[src/dcw_pkg.sv]
// Shared constants, register codes and types of the digit square crop window block.
`default_nettype none

package dcw_pkg;

    localparam int DEF_MAX_WIDTH  = 2048;
    localparam int DEF_MAX_HEIGHT = 2048;

    localparam int CFG_IDX_W  = 3;
    localparam int CFG_DATA_W = 12;

    localparam logic [CFG_IDX_W-1:0] REG_IMAGE_WIDTH     = 3'd0;
    localparam logic [CFG_IDX_W-1:0] REG_IMAGE_HEIGHT    = 3'd1;
    localparam logic [CFG_IDX_W-1:0] REG_BLACK_THRESHOLD = 3'd2;
    localparam logic [CFG_IDX_W-1:0] REG_ROW_MIN_COUNT   = 3'd3;
    localparam logic [CFG_IDX_W-1:0] REG_COL_MIN_COUNT   = 3'd4;
    localparam logic [CFG_IDX_W-1:0] REG_EDGE_MARGIN     = 3'd5;

    localparam logic [11:0] RST_IMAGE_WIDTH     = 12'd2048;
    localparam logic [11:0] RST_IMAGE_HEIGHT    = 12'd2048;
    localparam logic [7:0]  RST_BLACK_THRESHOLD = 8'd128;
    localparam logic [11:0] RST_ROW_MIN_COUNT   = 12'd5;
    localparam logic [11:0] RST_COL_MIN_COUNT   = 12'd5;
    localparam logic [9:0]  RST_EDGE_MARGIN     = 10'd100;

    // result queue depth, covers the report pipeline at full rate
    localparam int RES_DEPTH = 8;

    typedef struct packed {
        logic valid;
        logic col_hit;
        logic row_hit;
        logic restart;
        logic frame_end;
    } t_judge;

    typedef struct packed {
        logic               box_found;
        logic [11:0]        box_left;
        logic [10:0]        box_right;
        logic [11:0]        box_top;
        logic [10:0]        box_bottom;
        logic signed [11:0] crop_left;
        logic signed [11:0] crop_top;
        logic [11:0]        crop_size;
    } t_result;

    // width of internal size and count values
    function automatic int value_w(input int max_w, input int max_h);
        int a;
        int b;
        int r;
        a = $clog2(max_w + 1);
        b = $clog2(max_h + 1);
        r = 12;
        if (a > r) r = a;
        if (b > r) r = b;
        return r;
    endfunction

endpackage

`default_nettype wire

[src/dcw_box.sv]
// Bounding box trackers and the crop window pipeline.
`default_nettype none

module dcw_box #(
    parameter int MAX_WIDTH  = dcw_pkg::DEF_MAX_WIDTH,
    parameter int MAX_HEIGHT = dcw_pkg::DEF_MAX_HEIGHT,
    parameter int VW         = dcw_pkg::value_w(MAX_WIDTH, MAX_HEIGHT),
    parameter int XW         = $clog2(MAX_WIDTH),
    parameter int YW         = $clog2(MAX_HEIGHT)
) (
    input  wire logic            i_clk,
    input  wire logic            i_rst_n,
    input  wire dcw_pkg::t_judge i_judge,
    input  wire logic [XW-1:0]   i_x,
    input  wire logic [YW-1:0]   i_y,
    input  wire logic [VW-1:0]   i_init_w,
    input  wire logic [VW-1:0]   i_init_h,
    input  wire logic [VW-1:0]   i_width,
    input  wire logic [VW-1:0]   i_height,
    output logic                 o_res_valid,
    output dcw_pkg::t_result     o_res
);

    localparam int SW  = VW + 2;
    localparam int VW1 = VW + 1;

    // trackers
    logic [VW-1:0] r_lc;
    logic [XW-1:0] r_gc;
    logic [VW-1:0] r_lr;
    logic [YW-1:0] r_gr;

    logic [VW-1:0] lc_base;
    logic [XW-1:0] gc_base;
    logic [VW-1:0] lr_base;
    logic [YW-1:0] gr_base;
    logic [VW-1:0] lc_n;
    logic [XW-1:0] gc_n;
    logic [VW-1:0] lr_n;
    logic [YW-1:0] gr_n;

    // snapshot at frame end
    logic          r_a_valid;
    logic [VW-1:0] r_a_lc;
    logic [XW-1:0] r_a_gc;
    logic [VW-1:0] r_a_lr;
    logic [YW-1:0] r_a_gr;

    logic             found_b;
    logic [VW-1:0]    gc_b;
    logic [VW-1:0]    gr_b;
    dcw_pkg::t_result res_b;

    logic             r_b_valid;
    logic             r_b_found;
    logic [VW-1:0]    r_b_dw;
    logic [VW-1:0]    r_b_dh;
    logic [VW1-1:0]   r_b_sumx;
    logic [VW1-1:0]   r_b_sumy;
    dcw_pkg::t_result r_b_res;

    logic [VW-1:0]    size_c;

    logic             r_c_valid;
    logic             r_c_found;
    logic [VW-1:0]    r_c_size;
    logic [VW-1:0]    r_c_half;
    logic [VW-1:0]    r_c_cx;
    logic [VW-1:0]    r_c_cy;
    dcw_pkg::t_result r_c_res;

    logic                 r_d_valid;
    logic                 r_d_found;
    logic [VW-1:0]        r_d_size;
    logic signed [SW-1:0] r_d_ax;
    logic signed [SW-1:0] r_d_ay;
    logic signed [SW-1:0] r_d_wl;
    logic signed [SW-1:0] r_d_hl;
    dcw_pkg::t_result     r_d_res;

    logic signed [SW-1:0] ax1;
    logic signed [SW-1:0] ay1;
    logic signed [SW-1:0] endx;
    logic signed [SW-1:0] endy;
    logic signed [SW-1:0] left_e;
    logic signed [SW-1:0] top_e;

    always_comb begin
        lc_base = i_judge.restart ? i_init_w : r_lc;
        gc_base = i_judge.restart ? '0 : r_gc;
        lr_base = i_judge.restart ? i_init_h : r_lr;
        gr_base = i_judge.restart ? '0 : r_gr;
        lc_n = (i_judge.col_hit && (VW'(i_x) < lc_base)) ? VW'(i_x) : lc_base;
        gc_n = (i_judge.col_hit && (i_x > gc_base)) ? i_x : gc_base;
        lr_n = (i_judge.row_hit && (VW'(i_y) < lr_base)) ? VW'(i_y) : lr_base;
        gr_n = (i_judge.row_hit && (i_y > gr_base)) ? i_y : gr_base;
    end

    always_ff @(posedge i_clk) begin
        if (i_judge.valid) begin
            r_lc <= lc_n;
            r_gc <= gc_n;
            r_lr <= lr_n;
            r_gr <= gr_n;
        end
        r_a_lc <= lc_n;
        r_a_gc <= gc_n;
        r_a_lr <= lr_n;
        r_a_gr <= gr_n;
    end

    always_ff @(posedge i_clk) begin
        if (!i_rst_n) begin
            r_a_valid <= 1'b0;
            r_b_valid <= 1'b0;
            r_c_valid <= 1'b0;
            r_d_valid <= 1'b0;
        end else begin
            r_a_valid <= i_judge.valid && i_judge.frame_end;
            r_b_valid <= r_a_valid;
            r_c_valid <= r_b_valid;
            r_d_valid <= r_c_valid;
        end
    end

    // report stage b: box edges, extents and edge sums
    always_comb begin
        gc_b    = VW'(r_a_gc);
        gr_b    = VW'(r_a_gr);
        found_b = (gc_b >= r_a_lc) && (gr_b >= r_a_lr);
        res_b            = '0;
        res_b.box_found  = found_b;
        res_b.box_left   = r_a_lc[11:0];
        res_b.box_right  = gc_b[10:0];
        res_b.box_top    = r_a_lr[11:0];
        res_b.box_bottom = gr_b[10:0];
    end

    always_ff @(posedge i_clk) begin
        r_b_found <= found_b;
        r_b_dw    <= gc_b - r_a_lc + VW'(1);
        r_b_dh    <= gr_b - r_a_lr + VW'(1);
        r_b_sumx  <= VW1'(r_a_lc) + VW1'(gc_b);
        r_b_sumy  <= VW1'(r_a_lr) + VW1'(gr_b);
        r_b_res   <= res_b;
    end

    // report stage c: window side and centre
    assign size_c = (r_b_dw > r_b_dh) ? r_b_dw : r_b_dh;

    always_ff @(posedge i_clk) begin
        r_c_found <= r_b_found;
        r_c_size  <= size_c;
        r_c_half  <= size_c >> 1;
        r_c_cx    <= r_b_sumx[VW:1];
        r_c_cy    <= r_b_sumy[VW:1];
        r_c_res   <= r_b_res;
    end

    // report stage d: raw window start and the start that ends on the last pixel
    always_ff @(posedge i_clk) begin
        r_d_found <= r_c_found;
        r_d_size  <= r_c_size;
        r_d_ax    <= $signed(SW'(r_c_cx)) - $signed(SW'(r_c_half));
        r_d_ay    <= $signed(SW'(r_c_cy)) - $signed(SW'(r_c_half));
        r_d_wl    <= $signed(SW'(i_width)) - $signed(SW'(r_c_size));
        r_d_hl    <= $signed(SW'(i_height)) - $signed(SW'(r_c_size));
        r_d_res   <= r_c_res;
    end

    // report stage e: shift right into the image, then left if it sticks out
    always_comb begin
        ax1    = r_d_ax[SW-1] ? '0 : r_d_ax;
        ay1    = r_d_ay[SW-1] ? '0 : r_d_ay;
        endx   = ax1 + $signed(SW'(r_d_size));
        endy   = ay1 + $signed(SW'(r_d_size));
        left_e = (endx > $signed(SW'(i_width))) ? r_d_wl : ax1;
        top_e  = (endy > $signed(SW'(i_height))) ? r_d_hl : ay1;
        o_res  = r_d_res;
        if (r_d_found) begin
            o_res.crop_left = left_e[11:0];
            o_res.crop_top  = top_e[11:0];
            o_res.crop_size = r_d_size[11:0];
        end
    end

    assign o_res_valid = r_d_valid;

endmodule

`default_nettype wire

[config.mk]
export PLATFORM = sky130hd
export DESIGN_NAME = dcw_box
export DESIGN_NICKNAME = d
export VERILOG_FILES = /design/src/dcw_pkg.sv /design/src/dcw_box.sv
export SDC_FILE = /design/constraint.sdc
export NUM_CORES = 1
export LEC_CHECK = 0
export BUFFER_PORTS_ARGS = -buffer_cell sky130_fd_sc_hd__buf_2
export CAP_MARGIN = 25
export CORE_MARGIN = 1
export CORE_UTILIZATION = 59
export DETAILED_ROUTE_END_ITERATION = 6
export GPL_ROUTABILITY_DRIVEN = 0
export PLACE_DENSITY = 0.82
export SLEW_MARGIN = 20
export SYNTH_ARGS = -nofsm -noshare
export SYNTH_HDL_FRONTEND = slang
export SYNTH_SLANG_ARGS = --single-unit
[constraint.sdc]
create_clock -name i_clk -period 6.3 [get_ports i_clk]
set_input_delay 1.26 -clock i_clk [delete_from_list [all_inputs] [get_ports i_clk]]
set_output_delay 1.26 -clock i_clk [all_outputs]
set_load 0.005 [all_outputs]
==> metrics.txt <==
# TYPE chip_impl_metric gauge
chip_impl_metric{name="timing.setup.tns",unit="ns"} 0
chip_impl_metric{name="area.growth.synth_to_final",unit="%"} 15.3
chip_impl_info{name="worst-setup-path-type",value="flop to output port"} 1
chip_impl_metric{name="cts_hold_buffers",unit=""} 0
chip_impl_metric{name="final-max-slew-violation-count",unit=""} 0
chip_impl_metric{name="worst_hold_slack",unit="ns"} 0.321
chip_impl_metric{name="syn-num-nets",unit=""} 1889
chip_impl_metric{name="initial_core_util",unit="%"} 60.8
chip_impl_metric{name="synth_area",unit="sq um"} 17100
chip_impl_metric{name="grt_start_max_net_pins",unit=""} 62
chip_impl_metric{name="worst_slew_margin_rel",unit="%"} 36.2
chip_impl_metric{name="number_of_iterations_in_the_first_detailed_routing_pass",unit=""} 4
chip_impl_metric{name="route.layer.met1.wl",unit="um"} 15900
chip_impl_info{name="timing.hold.worst.class",value="flop to flop"} 1
chip_impl_metric{name="groute.usage.overall",unit="%"} 24.3
chip_impl_metric{name="design.portCount",unit=""} 161
chip_impl_metric{name="intPower",unit="uW"} 6460
chip_impl_metric{name="hold_path_depth",unit=""} 0
chip_impl_metric{name="layout_min_cycle_time",unit="ns"} 6.04
chip_impl_metric{name="drt_first_iter_violations",unit=""} 546
chip_impl_metric{name="cellPowerDensity",unit="nW/um^2"} 511
chip_impl_metric{name="static-leakage-power",unit="uW"} 0.00943
chip_impl_metric{name="finClkSkew",unit="ns"} 0.0243
chip_impl_metric{name="share_comb_of_total_power",unit="%"} 41.0
chip_impl_metric{name="timing.max_cap.violations",unit=""} 0
chip_impl_metric{name="post-synth-top-area-fraction",unit="%"} 39.5
chip_impl_metric{name="detailedPlace.worstSlack",unit="ns"} 0.566
chip_impl_metric{name="fin_total_pwr",unit="uW"} 10100
chip_impl_metric{name="synth-async-reset-ratio",unit="%"} 0
chip_impl_metric{name="clk_transition_reported_paths",unit="ns"} 0.06
chip_impl_metric{name="cts-root-to-sink-buffers",unit=""} 3
chip_impl_metric{name="vias_per_cell",unit=""} 5.45
chip_impl_metric{name="post_drt_wl_per_cell",unit="um"} 16.3
chip_impl_metric{name="critical_path.max_fanout",unit=""} 12
chip_impl_metric{name="worstSkewPairLatency",unit="ns"} 0.54
chip_impl_metric{name="grt_antenna_before_repair",unit=""} 0
chip_impl_metric{name="max_freq",unit="MHz"} 166
chip_impl_metric{name="floorplan.die_area",unit="sq um"} 29600
chip_impl_metric{name="cts_num_sinks",unit=""} 383
chip_impl_metric{name="placement.io_buffers",unit=""} 160
chip_impl_info{name="synth.area.top_cells",value="sky130_fd_sc_hd__dfxtp_1 40%, sky130_fd_sc_hd__ha_1 16%, sky130_fd_sc_hd__edfxtp_1 8.1%"} 1
chip_impl_info{name="layout_commonest_cell",value="sky130_fd_sc_hd__dfxtp_1"} 1
chip_impl_metric{name="core_area",unit="sq um"} 28100
chip_impl_info{name="reg_to_reg_critical_path_endpoint",value="r_b_dw[11]$_DFF_P_"} 1
chip_impl_metric{name="ys_seq_elements",unit=""} 383
chip_impl_metric{name="r2r_slack",unit="ns"} 3.36
chip_impl_metric{name="slew_of_the_pin_with_the_lowest_slew_margin",unit="ns"} 0.947
chip_impl_info{name="outcome",value="finished clean"} 1
chip_impl_info{name="startpoint_type_of_the_worst_setup_path",value="flop"} 1
chip_impl_metric{name="finalSetupViolations",unit=""} 0
chip_impl_metric{name="route.detailed.drc",unit=""} 0
chip_impl_info{name="synth_top_flop_cell",value="sky130_fd_sc_hd__dfxtp_1"} 1
chip_impl_info{name="worst_hold_startpoint",value="r_b_sumy[9]$_DFF_P_"} 1
chip_impl_metric{name="clockPowerShare",unit="%"} 24.3
chip_impl_metric{name="synthCells",unit=""} 1578
chip_impl_info{name="clock_tree_from_tritoncts",value="yes"} 1
chip_impl_info{name="worst_hold_path.endpoint",value="r_c_cy[8]$_DFF_P_"} 1
chip_impl_metric{name="critical_path_required",unit="ns"} 5.04
chip_impl_metric{name="p_seq_share",unit="%"} 34.7
chip_impl_metric{name="total_number_of_yosys_warnings",unit=""} 0
chip_impl_metric{name="utilization",unit="%"} 70.1
chip_impl_metric{name="place_hpwl",unit="um"} 26500
chip_impl_metric{name="n_antenna_cell",unit=""} 0
chip_impl_metric{name="rows",unit=""} 61
chip_impl_metric{name="final_min_period_over_clock_period",unit="%"} 95.8
chip_impl_metric{name="final_hold_viol_count",unit=""} 0
chip_impl_info{name="reg2reg_from",value="r_a_lc[1]$_DFF_P_"} 1
chip_impl_metric{name="vias",unit=""} 11800
chip_impl_metric{name="routed-wl-met3",unit="um"} 2310
chip_impl_info{name="endpoint_kind",value="output port"} 1
chip_impl_metric{name="netlist-cell-type-count",unit=""} 54
chip_impl_metric{name="finalWorstSetupSlack",unit="ns"} 0.262
chip_impl_metric{name="finalNetCount",unit=""} 2071
chip_impl_metric{name="cp_slowest_stage_delay",unit="ns"} 0.45
chip_impl_metric{name="worst_r2r_path_depth",unit=""} 13
chip_impl_metric{name="grt_pass1_vias",unit=""} 11600
chip_impl_info{name="critical_path.most_common_cell",value="sky130_fd_sc_hd__a21oi_1"} 1
chip_impl_info{name="timing.critical_path.cells",value="nand2b_1 > inv_1 > ha_1 > a21o_1 > a21oi_1 > a21oi_1 > a2111o_1 > a21o_1 > a21oi_1 > xnor2_1 > ha_1 > nand2_1 > nor4_1 > o21ai_0 > a311oi_4 > buf_4 > nand3_1 > o21ai_0 > buf_2"} 1
chip_impl_metric{name="total_clock_buffers_created_by_cts",unit=""} 37
chip_impl_info{name="rsz_0062_raised_after_global_routing",value="no"} 1
chip_impl_info{name="top_signal_layer_used",value="met4"} 1
chip_impl_metric{name="switching_share",unit="%"} 35.8
chip_impl_metric{name="synth_sequential_area_ratio",unit="%"} 47.6
chip_impl_info{name="crit_path_top_delay_cell",value="sky130_fd_sc_hd__dfxtp_2"} 1
chip_impl_metric{name="chipWidth",unit="um"} 172
chip_impl_metric{name="wl_met2",unit="um"} 16100
chip_impl_metric{name="drt-total-wl",unit="um"} 35300
chip_impl_metric{name="postSynthAreaPerCell",unit="sq um"} 10.8
chip_impl_metric{name="overflow",unit=""} 0
chip_impl_metric{name="layout-drive-gt1-share",unit="%"} 15.0
chip_impl_metric{name="p_sw",unit="uW"} 3610
chip_impl_info{name="cts-root-buf",value="sky130_fd_sc_hd__clkbuf_16"} 1
chip_impl_info{name="yosysTopAreaCell",value="sky130_fd_sc_hd__dfxtp_1"} 1
chip_impl_metric{name="crit_arrival",unit="ns"} 4.78
chip_impl_metric{name="vdd_ir_drop_max",unit="uV"} 290
chip_impl_metric{name="floorplan.die.height",unit="um"} 172
chip_impl_metric{name="cts-htree-levels",unit=""} 2
chip_impl_metric{name="synth_enable_flop_cells",unit=""} 46
chip_impl_info{name="commonest_cells_after_routing_fill_and_taps_aside",value="335 x sky130_fd_sc_hd__dfxtp_1, 216 x sky130_fd_sc_hd__ha_1, 168 x sky130_fd_sc_hd__inv_1, 159 x sky130_fd_sc_hd__buf_2, 91 x sky130_fd_sc_hd__a21oi_1"} 1
chip_impl_metric{name="grt_first_pass_wirelength",unit="um"} 56600
chip_impl_metric{name="number_of_nets_with_antenna_violations_after_routing",unit=""} 0
kinds of logic after synthesis:
kind of cell             synth area share (%)
AO/OA/AOI/OAI                            11.6
buffers and inverters                    4.42
XOR/XNOR                                 4.62
adder cells (fa/ha/maj)                  17.9
flip-flops                               47.6
multiplexers                             4.82
AND/OR/NAND/NOR                          8.97
flip-flops by register name, indices dropped and copies added, names as in the netlist, 12 cells and up:
name / flops
r_a_lc: 12
r_a_lr: 12
r_d_hl: 12
r_c_cy: 12
r_d_ay: 13
r_b_sumx: 12
r_c_res: 47
r_d_size: 12
o_res: 47
r_b_dh: 12
r_lc: 12
r_lr: 12
r_c_cx: 12
r_d_wl: 12
r_b_res: 47
r_d_ax: 13
r_b_dw: 12
r_b_sumy: 12
critical path, delay by kind of cell, from the launching register on:
| kind | cells | cell delay, ns |
|---|---|---|
| DFF | 1 | 0.45 |
| adders and majority gates | 2 | 0.57 |
| buffers and inverters | 3 | 0.46 |
| AOI/OAI and AO/OA | 9 | 2.01 |
| xor gates and xnor gates | 1 | 0.09 |
| and+or+nand+nor | 4 | 0.68 |
per-stage QoR:
step           cells  area (sq um)
6_report        2167         19700
3_3_place_gp    2098         18300
4_1_cts         2167         19700
3_5_place_dp    2098         18300
5_1_grt         2167         19700
2_1_floorplan   1578         17100
worst max-delay path by stage:
stage / to / startpoint / slack (ns)
after floorplan: o_res[27] / r_d_ax[12]$_DFF_P_ / 1.23
after global placement: o_res[16] / r_d_ay[12]$_DFF_P_ / 0.82
after detailed placement: o_res[18] / r_d_ay[12]$_DFF_P_ / 0.57
after CTS: o_res[12] / r_d_ay[12]$_DFF_P_ / 0.16
after global routing: o_res[18] / r_d_ay[12]$_DFF_P_ / 0.05
final: o_res[12] / r_d_ay[12]$_DFF_P_ / 0.26
power groups by stage:
stage	Sequential, uW	Clock [uW]	Combinational, uW
floorplan	3390	0	3170
global placement	3520	0	3850
detailed placement	3540	0	4030
CTS	3500	2490	4100
global route	3560	2580	4620
finish	3500	2450	4130
final cells by class:
class	instances	area (sq um)
clock buffer	46	1070
clock inverter	22	320
fill	2059	8400
sequential	383	8130
tap	378	473
inverter	168	631
timing repair buffer	169	871
multi-input combinational	1001	8190
Yosys cell counts, types with 20 or more instances:
master                     count
sky130_fd_sc_hd__a21o_1       20
sky130_fd_sc_hd__nor3_1       20
sky130_fd_sc_hd__ha_1        216
sky130_fd_sc_hd__xor2_1       33
sky130_fd_sc_hd__nand2_1      51
sky130_fd_sc_hd__nand2b_1     38
sky130_fd_sc_hd__nand3_1      28
sky130_fd_sc_hd__o21a_1       22
sky130_fd_sc_hd__edfxtp_1     46
sky130_fd_sc_hd__o21bai_1     20
sky130_fd_sc_hd__xnor2_1      57
sky130_fd_sc_hd__o21ai_0      54
sky130_fd_sc_hd__nor2_1       57
sky130_fd_sc_hd__dfxtp_1     337
sky130_fd_sc_hd__a21oi_1      91
sky130_fd_sc_hd__mux2i_1      62
sky130_fd_sc_hd__inv_1       168
sky130_fd_sc_hd__nor2b_1      45
routing by layer:
| metal | global-route usage, % | vias up |
|---|---|---|
| met3 | 4.03 | 78 |
| met5 | 0 | - |
| met2 | 40.6 | 415 |
| met4 | 8.96 | 0 |
| met1 | 31.7 | 5476 |
| li1 | - | 5833 |
repair_timing:
action / in CTS / in global routing
pin swaps: 1 / 0
setup endpoints to repair: 1 / 24
gates resized for setup: 0 / 3
setup buffers: 1 / 0
gates cloned: 0 / 0
Power figures use the tool's default switching activity.
